`config.mk`:
```
export PLATFORM = sky130hd
export DESIGN_NAME = bitmap_slot_allocator
export DESIGN_NICKNAME = d
export VERILOG_FILES = /design/src/rtl/core/bsa_pkg.sv /design/src/rtl/core/bsa_ram.sv /design/src/rtl/core/bsa_fifo.sv /design/src/rtl/core/bsa_front.sv /design/src/rtl/core/bsa_back.sv /design/src/rtl/core/bitmap_slot_allocator.sv
export SDC_FILE = /design/constraint.sdc
export NUM_CORES = 2
export LEC_CHECK = 0
export BUFFER_PORTS_ARGS = -buffer_cell sky130_fd_sc_hd__clkbuf_2
export CORE_UTILIZATION = 46
export CTS_CLUSTER_DIAMETER = 150
export DETAILED_ROUTE_END_ITERATION = 10
export HOLD_SLACK_MARGIN = 0.08
export PLACE_DENSITY_LB_ADDON = 0.2
export SLEW_MARGIN = 40
export SYNTH_ARGS = -nofsm -noshare
export SYNTH_HDL_FRONTEND = slang
export SYNTH_SLANG_ARGS = --single-unit
```
`constraint.sdc`:
```
create_clock -name clk -period 16.39 [get_ports clk]
set_clock_uncertainty 0.05 [all_clocks]
set_input_delay 2.4585 -clock clk [delete_from_list [all_inputs] [get_ports clk]]
set_output_delay 2.4585 -clock clk [all_outputs]
set_load 0.02 [all_outputs]
```
`src/rtl/core/bsa_pkg.sv`:
```
// Shared types and constants for the bitmap slot allocator.
// Used by bsa_front, bsa_back and bitmap_slot_allocator in rtl/core; depends on nothing.
package bsa_pkg;

  localparam int ADDR_W        = 32;
  localparam int SIZE_W        = 13;
  localparam int COUNT_W       = 9;
  localparam int IDX_W         = COUNT_W;
  localparam int OFF_W         = SIZE_W + IDX_W;
  localparam int PROD_W        = SIZE_W + IDX_W;
  localparam int ROW_W         = 32;
  localparam int ROW_SH        = 5;
  localparam int BITS_PER_STEP = 3;
  localparam int DIV_STEPS     = IDX_W / BITS_PER_STEP;
  localparam int STEP_W        = 2;
  localparam int REG_IDX_W     = 2;

  localparam logic OP_ALLOC = 1'b0;
  localparam logic OP_FREE  = 1'b1;

  localparam logic [1:0] ST_OK       = 2'd0;
  localparam logic [1:0] ST_FULL     = 2'd1;
  localparam logic [1:0] ST_BAD_ADDR = 2'd2;
  localparam logic [1:0] ST_NOT_USED = 2'd3;

  localparam logic [REG_IDX_W-1:0] REG_SLOT_BASE  = 2'd0;
  localparam logic [REG_IDX_W-1:0] REG_SLOT_SIZE  = 2'd1;
  localparam logic [REG_IDX_W-1:0] REG_SLOT_COUNT = 2'd2;

  localparam logic [ADDR_W-1:0]  SLOT_BASE_RST  = 32'd0;
  localparam logic [SIZE_W-1:0]  SLOT_SIZE_RST  = 13'd128;
  localparam logic [COUNT_W-1:0] SLOT_COUNT_RST = 9'd256;

  typedef struct packed {
    logic              operation;
    logic [ADDR_W-1:0] address;
  } req_t;

  typedef struct packed {
    logic [1:0]        status;
    logic [ADDR_W-1:0] slot_address;
  } res_t;

  typedef struct packed {
    logic [ADDR_W-1:0]  base;
    logic [SIZE_W-1:0]  size;
    logic [COUNT_W-1:0] count;
  } cfg_t;

  typedef struct packed {
    logic             operation;
    logic             bad;
    logic [IDX_W-1:0] idx;
  } cmd_t;

  typedef enum logic [2:0] {
    FS_IDLE,
    FS_CHECK,
    FS_DIV,
    FS_FIN,
    FS_PUSH
  } front_state_t;

  typedef enum logic [2:0] {
    BS_IDLE,
    BS_ISSUE,
    BS_ALOOK,
    BS_FLOOK,
    BS_MUL,
    BS_RESP
  } back_state_t;

endpackage

```
`src/rtl/core/bsa_ram.sv`:
```
// Generic single-write, single-read RAM with registered read data.
// No dependencies.
module bsa_ram #(
  parameter int WIDTH = 32,
  parameter int DEPTH = 8
) (
  input  logic                                    clk,
  input  logic                                    we,
  input  logic [(DEPTH > 1 ? $clog2(DEPTH) : 1)-1:0] waddr,
  input  logic [WIDTH-1:0]                        wdata,
  input  logic [(DEPTH > 1 ? $clog2(DEPTH) : 1)-1:0] raddr,
  output logic [WIDTH-1:0]                        rdata
);

  logic [WIDTH-1:0] mem [DEPTH];

  always_ff @(posedge clk) begin
    if (we) begin
      mem[waddr] <= wdata;
    end
    rdata <= mem[raddr];
  end

endmodule

```
`src/rtl/core/bsa_fifo.sv`:
```
// Small synchronous queue used between the allocator stages and on the result side.
// Generic over the element type; no package dependency.
module bsa_fifo #(
  parameter type elem_t = logic,
  parameter int  DEPTH  = 2
) (
  input  logic  clk,
  input  logic  rst,
  input  logic  push,
  input  elem_t wdata,
  output logic  full,
  input  logic  pop,
  output elem_t rdata,
  output logic  empty
);

  localparam int PW = (DEPTH > 1) ? $clog2(DEPTH) : 1;
  localparam int CW = $clog2(DEPTH + 1);

  elem_t         mem [DEPTH];
  logic [PW-1:0] wp;
  logic [PW-1:0] rp;
  logic [CW-1:0] cnt;
  logic          do_push;
  logic          do_pop;

  assign full    = cnt == CW'(DEPTH);
  assign empty   = cnt == '0;
  assign do_push = push && !full;
  assign do_pop  = pop && !empty;
  assign rdata   = mem[rp];

  always_ff @(posedge clk) begin
    if (rst) begin
      wp  <= '0;
      rp  <= '0;
      cnt <= '0;
    end else begin
      if (do_push) begin
        wp <= (wp == PW'(DEPTH - 1)) ? '0 : wp + 1'b1;
      end
      if (do_pop) begin
        rp <= (rp == PW'(DEPTH - 1)) ? '0 : rp + 1'b1;
      end
      if (do_push && !do_pop) begin
        cnt <= cnt + 1'b1;
      end else if (do_pop && !do_push) begin
        cnt <= cnt - 1'b1;
      end
    end
  end

  always_ff @(posedge clk) begin
    if (do_push) begin
      mem[wp] <= wdata;
    end
  end

endmodule

```
`src/rtl/core/bsa_front.sv`:
```
// Front end: takes requests, checks free addresses and finds the slot index
// with a 3-bit-per-cycle restoring divider. Depends on bsa_pkg.
module bsa_front import bsa_pkg::*; (
  input  logic clk,
  input  logic rst,
  input  cfg_t cfg,
  input  logic push,
  output logic full,
  input  req_t request,
  output logic cmd_push,
  output cmd_t cmd,
  input  logic cmd_full
);

  front_state_t             state;
  front_state_t             state_next;
  logic                     operation;
  logic [ADDR_W-1:0]        address;
  logic [ADDR_W-1:0]        off;
  logic                     early_bad;
  logic [OFF_W-1:0]         rem;
  logic [OFF_W-1:0]         rem_next;
  logic [OFF_W-1:0]         dvs;
  logic [IDX_W-1:0]         quo;
  logic [BITS_PER_STEP-1:0] qbits;
  logic [STEP_W-1:0]        step;

  assign off = address - cfg.base;

  // quotient must stay below 2^IDX_W, otherwise the slot is out of range anyway
  assign early_bad = (address < cfg.base) || (cfg.size == '0) ||
                     (off >= ADDR_W'({cfg.size, {IDX_W{1'b0}}}));

  always_comb begin
    rem_next = rem;
    qbits    = '0;
    for (int j = BITS_PER_STEP - 1; j >= 0; j--) begin
      if (rem_next >= (dvs << j)) begin
        rem_next = rem_next - (dvs << j);
        qbits[j] = 1'b1;
      end
    end
  end

  always_comb begin
    state_next = state;
    unique case (state)
      FS_IDLE: begin
        if (push) begin
          state_next = FS_CHECK;
        end
      end
      FS_CHECK: begin
        if (operation == OP_FREE && !early_bad) begin
          state_next = FS_DIV;
        end else begin
          state_next = FS_PUSH;
        end
      end
      FS_DIV: begin
        if (step == STEP_W'(DIV_STEPS - 1)) begin
          state_next = FS_FIN;
        end
      end
      FS_FIN: begin
        state_next = FS_PUSH;
      end
      FS_PUSH: begin
        if (!cmd_full) begin
          state_next = FS_IDLE;
        end
      end
      default: state_next = FS_IDLE;
    endcase
  end

  always_comb begin
    full     = 1'b1;
    cmd_push = 1'b0;
    unique case (state)
      FS_IDLE: full = 1'b0;
      FS_PUSH: cmd_push = !cmd_full;
      default: full = 1'b1;
    endcase
  end

  always_ff @(posedge clk) begin
    if (rst) begin
      state <= FS_IDLE;
    end else begin
      state <= state_next;
    end
    if (state == FS_IDLE && push) begin
      operation <= request.operation;
      address   <= request.address;
    end
    if (state == FS_CHECK) begin
      rem           <= off[OFF_W-1:0];
      dvs           <= OFF_W'(cfg.size) << (IDX_W - BITS_PER_STEP);
      step          <= '0;
      cmd.operation <= operation;
      cmd.bad       <= (operation == OP_FREE) && early_bad;
      cmd.idx       <= '0;
    end
    if (state == FS_DIV) begin
      rem  <= rem_next;
      dvs  <= dvs >> BITS_PER_STEP;
      quo  <= {quo[IDX_W-BITS_PER_STEP-1:0], qbits};
      step <= step + 1'b1;
    end
    if (state == FS_FIN) begin
      cmd.bad <= (rem != '0) || (quo >= cfg.count);
      cmd.idx <= quo;
    end
  end

endmodule

```
`src/rtl/core/bsa_back.sv`:
```
// Back end: owns the in-use bitmap (32-bit rows in RAM, per-row valid and full
// flags), runs first-fit allocate and free. Depends on bsa_pkg and bsa_ram.
module bsa_back import bsa_pkg::*; #(
  parameter int MAX_SLOTS = 256
) (
  input  logic                           clk,
  input  logic                           rst,
  input  cfg_t                           cfg,
  input  logic                           cmd_empty,
  input  cmd_t                           cmd,
  output logic                           cmd_pop,
  input  logic                           res_full,
  output logic                           res_push,
  output res_t                           result,
  output logic [$clog2(MAX_SLOTS+1)-1:0] used_count
);

  localparam int ROWS   = (MAX_SLOTS + ROW_W - 1) / ROW_W;
  localparam int ROW_AW = (ROWS > 1) ? $clog2(ROWS) : 1;
  localparam int CNT_W  = $clog2(MAX_SLOTS + 1);

  back_state_t       state;
  back_state_t       state_next;
  cmd_t              cur;
  logic [ROWS-1:0]   row_valid;
  logic [ROWS-1:0]   row_full;
  logic [ROW_AW-1:0] row;
  logic [ROW_AW-1:0] find_row;
  logic [ROW_AW-1:0] free_row;
  logic [ROW_AW-1:0] raddr;
  logic              found;
  logic [ROW_W-1:0]  rd_data;
  logic [ROW_W-1:0]  row_data;
  logic [ROW_W-1:0]  wdata;
  logic              we;
  logic [ROW_SH-1:0] bit_pos;
  logic              any_free;
  logic [ROW_SH-1:0] bit_sel;
  logic              hit;
  logic [IDX_W-1:0]  slot_idx;
  logic [PROD_W-1:0] prod;
  logic [1:0]        status;

  assign free_row = ROW_AW'(cur.idx >> ROW_SH);
  assign bit_sel  = cur.idx[ROW_SH-1:0];
  assign row_data = row_valid[row] ? rd_data : '0;
  assign hit      = row_data[bit_sel];

  always_comb begin
    found    = 1'b0;
    find_row = '0;
    for (int r = ROWS - 1; r >= 0; r--) begin
      if ((r * ROW_W < int'(cfg.count)) && !(row_valid[r] && row_full[r])) begin
        found    = 1'b1;
        find_row = ROW_AW'(r);
      end
    end
  end

  always_comb begin
    any_free = 1'b0;
    bit_pos  = '0;
    for (int b = ROW_W - 1; b >= 0; b--) begin
      if (!row_data[b] && (int'(row) * ROW_W + b < int'(cfg.count))) begin
        any_free = 1'b1;
        bit_pos  = ROW_SH'(b);
      end
    end
  end

  assign raddr = (cur.operation == OP_ALLOC) ? find_row : free_row;

  always_comb begin
    we    = 1'b0;
    wdata = row_data;
    if (state == BS_ALOOK) begin
      we    = any_free;
      wdata = row_data | (ROW_W'(1) << bit_pos);
    end else if (state == BS_FLOOK) begin
      we    = hit;
      wdata = row_data & ~(ROW_W'(1) << bit_sel);
    end
  end

  bsa_ram #(
    .WIDTH (ROW_W),
    .DEPTH (ROWS)
  ) u_map (
    .clk   (clk),
    .we    (we),
    .waddr (row),
    .wdata (wdata),
    .raddr (raddr),
    .rdata (rd_data)
  );

  always_comb begin
    state_next = state;
    unique case (state)
      BS_IDLE: begin
        if (!cmd_empty && !res_full) begin
          state_next = BS_ISSUE;
        end
      end
      BS_ISSUE: begin
        if (cur.bad || (cur.operation == OP_ALLOC && !found)) begin
          state_next = BS_RESP;
        end else if (cur.operation == OP_ALLOC) begin
          state_next = BS_ALOOK;
        end else begin
          state_next = BS_FLOOK;
        end
      end
      BS_ALOOK: state_next = any_free ? BS_MUL : BS_RESP;
      BS_FLOOK: state_next = BS_RESP;
      BS_MUL:   state_next = BS_RESP;
      BS_RESP:  state_next = BS_IDLE;
      default:  state_next = BS_IDLE;
    endcase
  end

  always_comb begin
    cmd_pop             = 1'b0;
    res_push            = 1'b0;
    result.status       = status;
    result.slot_address = '0;
    unique case (state)
      BS_IDLE: cmd_pop = !cmd_empty && !res_full;
      BS_RESP: begin
        res_push = 1'b1;
        if (status == ST_OK && cur.operation == OP_ALLOC) begin
          result.slot_address = cfg.base + ADDR_W'(prod);
        end
      end
      default: cmd_pop = 1'b0;
    endcase
  end

  always_ff @(posedge clk) begin
    if (rst) begin
      state      <= BS_IDLE;
      row_valid  <= '0;
      row_full   <= '0;
      used_count <= '0;
    end else begin
      state <= state_next;
      if (we) begin
        row_valid[row] <= 1'b1;
        row_full[row]  <= &wdata;
      end
      if (state == BS_ALOOK && any_free) begin
        used_count <= used_count + CNT_W'(1);
      end else if (state == BS_FLOOK && hit && used_count != '0) begin
        used_count <= used_count - CNT_W'(1);
      end
    end
    if (state == BS_IDLE) begin
      cur <= cmd;
    end
    if (state == BS_ISSUE) begin
      row <= raddr;
      if (cur.bad) begin
        status <= ST_BAD_ADDR;
      end else if (cur.operation == OP_ALLOC && !found) begin
        status <= ST_FULL;
      end
    end
    if (state == BS_ALOOK) begin
      status   <= any_free ? ST_OK : ST_FULL;
      slot_idx <= IDX_W'({row, bit_pos});
    end
    if (state == BS_FLOOK) begin
      status <= hit ? ST_OK : ST_NOT_USED;
    end
    if (state == BS_MUL) begin
      prod <= PROD_W'(slot_idx) * PROD_W'(cfg.size);
    end
  end

endmodule

```
`src/rtl/core/bitmap_slot_allocator.sv`:
```
// Allocates are paced by the back end (row read, bit search, multiply), frees by the
// front-end divider (3 quotient bits a cycle); through the command queue the front end
// takes a new request while the back end still works on an earlier one.
// Reset (rst, synchronous, active high): queues empty, registers to their reset
// values, every slot free through per-row valid flags; no clearing pass.
module bitmap_slot_allocator import bsa_pkg::*; #(
  parameter int MAX_SLOTS = 256
) (
  input  logic                 clk,
  input  logic                 rst,
  input  logic                 push,
  output logic                 full,
  input  req_t                 request,
  output logic                 empty,
  input  logic                 pop,
  output res_t                 result,
  input  logic                 cfg_write,
  input  logic [REG_IDX_W-1:0] cfg_index,
  input  logic [ADDR_W-1:0]    cfg_data
);

  localparam int          CNT_W = $clog2(MAX_SLOTS + 1);
  localparam logic [12:0] MAX_W = 13'(MAX_SLOTS);

  logic [ADDR_W-1:0]  slot_base;
  logic [SIZE_W-1:0]  slot_size;
  logic [COUNT_W-1:0] slot_count;
  cfg_t               cfg;
  logic               cmd_push;
  cmd_t               cmd_in;
  logic               cmd_full;
  logic               cmd_pop;
  cmd_t               cmd_head;
  logic               cmd_empty;
  logic               res_push;
  res_t               res_in;
  logic               res_full;
  logic [CNT_W-1:0]   used_count;

  always_ff @(posedge clk) begin
    if (rst) begin
      slot_base  <= SLOT_BASE_RST;
      slot_size  <= SLOT_SIZE_RST;
      slot_count <= SLOT_COUNT_RST;
    end else if (cfg_write) begin
      unique case (cfg_index)
        REG_SLOT_BASE:  slot_base  <= cfg_data;
        REG_SLOT_SIZE:  slot_size  <= cfg_data[SIZE_W-1:0];
        REG_SLOT_COUNT: slot_count <= cfg_data[COUNT_W-1:0];
        default:        slot_base  <= slot_base;
      endcase
    end
  end

  assign cfg.base  = slot_base;
  assign cfg.size  = slot_size;
  assign cfg.count = ({4'd0, slot_count} > MAX_W) ? MAX_W[COUNT_W-1:0] : slot_count;

  bsa_front u_front (
    .clk      (clk),
    .rst      (rst),
    .cfg      (cfg),
    .push     (push),
    .full     (full),
    .request  (request),
    .cmd_push (cmd_push),
    .cmd      (cmd_in),
    .cmd_full (cmd_full)
  );

  bsa_fifo #(
    .elem_t (cmd_t),
    .DEPTH  (2)
  ) u_cmd_q (
    .clk   (clk),
    .rst   (rst),
    .push  (cmd_push),
    .wdata (cmd_in),
    .full  (cmd_full),
    .pop   (cmd_pop),
    .rdata (cmd_head),
    .empty (cmd_empty)
  );

  bsa_back #(
    .MAX_SLOTS (MAX_SLOTS)
  ) u_back (
    .clk        (clk),
    .rst        (rst),
    .cfg        (cfg),
    .cmd_empty  (cmd_empty),
    .cmd        (cmd_head),
    .cmd_pop    (cmd_pop),
    .res_full   (res_full),
    .res_push   (res_push),
    .result     (res_in),
    .used_count (used_count)
  );

  bsa_fifo #(
    .elem_t (res_t),
    .DEPTH  (2)
  ) u_res_q (
    .clk   (clk),
    .rst   (rst),
    .push  (res_push),
    .wdata (res_in),
    .full  (res_full),
    .pop   (pop),
    .rdata (result),
    .empty (empty)
  );

`ifndef SYNTHESIS
  a_res_room: assert property (@(posedge clk) disable iff (rst) res_push |-> !res_full)
    else $error("result transfer into a full queue");

  a_cmd_room: assert property (@(posedge clk) disable iff (rst) cmd_push |-> !cmd_full)
    else $error("command transfer into a full queue");

  a_used_bound: assert property (@(posedge clk) disable iff (rst)
    used_count <= CNT_W'(MAX_SLOTS))
    else $error("used slot count above capacity");

  a_reset_idle: assert property (@(posedge clk) rst |=> (empty && !full))
    else $error("not idle after reset");
`endif

endmodule

```
==> results.toml <==
[run_status]
outcome = "completed"

[floorplanning]
die-area_um2 = 76800
die_w_um = 277
io_pins = 108
initial_utilization_pct = 46.6
core_um2 = 74700
core.rowCount = 100
die_height_um = 277

[power_and_ir_drop]
p_leak_nw = 14.3
power-per-cell-area_nw_per_um2 = 129
vdd_ir_drop_max_mv = 0.122
total_power_mw = 4.98

[worst_setup_path]
worst-path-max-fanout = 28
crit_path_frequent_cell = "sky130_fd_sc_hd__o21ai_0"
worstSetupStartpointType = "register"
crit_path_leading_delay_family = "compound AO/OA/AOI/OAI gates"
worst_ep_required_time_ns = 16.80
worstPathArrival_ns = 10.97
critical_path_buf_inv_count = 5
setup.worst_path.start = "u_front.rem[2]"
end_kind = "register"
cp_slowest_stage_delay_ns = 0.58
criticalPathCategory = "register to register"
rr_startpoint = "u_front.rem[2]"
critPathSlowestCell = "sky130_fd_sc_hd__o41ai_1"

[yosys]
ys_seq_area_share_pct = 48.4
ys_async_sr_fraction_pct = 0
postSynth.topFlopCell = "sky130_fd_sc_hd__edfxtp_1"
dominant_cells_by_area_after_synthesis = "sky130_fd_sc_hd__edfxtp_1 (42%), sky130_fd_sc_hd__dfxtp_1 (6.7%), sky130_fd_sc_hd__ha_1 (6.5%)"
synth_cell_type_count = 97
synth.avg_cell_area_um2 = 10.1
mappedNetlistNets = 3759
synth-seq-cells = 600
synth_cells = 3435
yosys.area.top_type = "sky130_fd_sc_hd__edfxtp_1"
synthesis.area_um2 = 34800
yosys_warnings = 0
synthDominantCellAreaShare_pct = 41.7
synth_enable_flop_cells = 483

[route]
drt.antenna.violating_nets = 0
routed-via-count = 26041
drt_drc_violations_left = 0
wire_length_reported_by_the_detailed_router_um = 93000
detailedRoute.firstPassIterationCount = 5
wire_per_inst_um = 20.6
routed_via_density = 5.77
violation_count_after_the_first_detailed_routing_iteration = 2012

[clocking]
cts.path.max_buffers = 3
cts_setup_buffers = 0
cts_tree = "yes"
h-tree-depth = 3
clkSinkCount = 600
cts_made_buffers = 67
clkSlewWorstSetupHoldPaths_ns = 0.06
clk-insertion-delay-late_ns = 0.64
hold_buffers = 0
cts_root_buffer = "sky130_fd_sc_hd__clkbuf_16"
cts_repair_resize_count = 0

[min_path]
hold_path_startpoint = "u_front.cmd[6]"
holdCritPathClass = "register to register"

[layout]
layout_net_count = 3815
final_common_cell = "sky130_fd_sc_hd__edfxtp_1"
fraction_of_layout_cells_with_a_size_suffix_above_1_pct = 11.1
antenna_cells = 0
stdcell_count = 4515
area_growth_syn_to_layout_pct = 11.2
layout.cells.most_common_list = "sky130_fd_sc_hd__edfxtp_1 (483), sky130_fd_sc_hd__nand2_1 (393), sky130_fd_sc_hd__nor2_1 (392)"

[sta]
grt_setup_unrepaired = "false"
slew_violations = 0
worst_margin_slew_ns = 0.917
max_freq_mhz = 94.7
timing.slew.headroom_pct = 37.3
setup_violations = 0
post-route-period-util_pct = 64.5
fin_tns_setup_ns = 0
final_hold_violating_endpoints = 0
layout_min_cycle_time_ns = 10.56

[placed_design]
detailed_place_hpwl_um = 65700
gp_congestion = 0.953
io_port_bufs = 107
dp_cells = 4390

[global_route]
globalRoute.totalOverflow = 0
first_global_vias = 24820
grt_first_pass_wirelength_um = 143000
grt_max_degree = 80
grt_antenna_before_repair = 0
global_router_s_overall_resource_usage_pct = 23.9

[job]
number_of_max_cap_violations = 0
[per-layer routing]
| layer | vias to the layer above | wire (µm) | GRT usage (%) | part of all wire (%) |
|---|---|---|---|---|
| li1 | 12444 | - | - | - |
| met1 | 12603 | 41900 | 33.2 | 45 |
| met2 | 817 | 43100 | 38.8 | 46 |
| met3 | 177 | 5110 | 2.82 | 5.5 |
| met4 | 0 | 2930 | 8.23 | 3.2 |
| met5 | - | 0 | 0 | 0 |
[stage by stage]
stage,setup WS [ns],instance area [µm²],hold slack (ns),util [%]
after floorplan,7.77,34800,0.371,-
after global placement,6.06,36300,0.374,48.6
after detailed placement,5.92,36400,0.382,48.7
after CTS,5.86,38700,0.397,51.8
after global routing,5.11,38700,0.405,51.8
final,5.83,38700,0.397,51.8
[where the power goes]
part,switching [mW],internal [mW],leakage [nW],total (mW)
Sequential,0.162,1.78,5.09,1.94
Combinational,0.940,0.575,8.09,1.52
Clock,0.649,0.874,1.09,1.52
[final timing paths]
check | cells past startpoint | endpoint | slack (ns)
min | 0 | u_cmd_q.mem[1][6] | 0.40
max reg2reg | 40 | u_front.rem[1] | 5.83
min reg2reg | 0 | u_cmd_q.mem[1][6] | 0.40
max | 40 | u_front.rem[1] | 5.83
[Yosys cell counts (all sizes together) (7+ instances only)]
cell type / number
edfxtp: 483
nand2: 395
nor2: 394
inv: 208
o21ai: 207
a21oi: 190
ha: 181
clkbuf: 129
dfxtp: 117
nand3: 97
and2: 81
xnor2: 75
fa: 71
mux2: 67
o211ai: 66
a21o: 48
nor3: 46
nand2b: 42
mux2i: 37
xor2: 34
nor2b: 31
buf: 29
or3: 28
o21bai: 25
nor4: 24
nand4: 23
o21a: 22
a22oi: 20
and3: 19
a31oi: 17
or2: 17
a211oi: 15
o22ai: 15
o31ai: 15
nand3b: 13
a2111oi: 10
a21boi: 10
o32ai: 10
o41ai: 10
nor3b: 9
o2bb2ai: 8
o311ai: 8
mux4: 7
o2111ai: 7
[kinds of logic (layout without fill, tap and decap cells)]
group,count (synthesis),count (layout),synth area share (%)
simple gates,1239,1239,16.4
fa+ha+maj,252,252,10.6
xor+xnor,109,109,2.74
buf+inv,366,477,4.03
mux,111,111,3.72
flops,600,600,48.4
compound gates,758,758,14.1
[registers in the layout, indices dropped and copies added, names as in the netlist, 8 cells and up, named ones only]
name / flops
u_back.prod: 21
u_front.quo: 9
u_front.address: 32
u_back.row_valid: 8
u_back.u_map.mem: 256
u_back.slot_idx: 8
u_front.dvs: 19
slot_size: 13
u_front.cmd: 10
slot_base: 32
u_cmd_q.mem: 20
slot_count: 9
u_back.u_map.rdata: 32
u_res_q.mem: 68
u_front.rem: 22
u_back.row_full: 8
[area by class of cell]
cell class / instances / area (µm²)
Inverter: 208 / 785
Fill cell: 6745 / 36000
Multi-Input combinational cell: 2469 / 16700
Timing Repair Buffer: 145 / 845
Sequential cell: 600 / 16900
Clock inverter: 34 / 385
Tap cell: 969 / 1210
Clock buffer: 90 / 1890
Note: power is estimated with default switching activity, not from simulation.
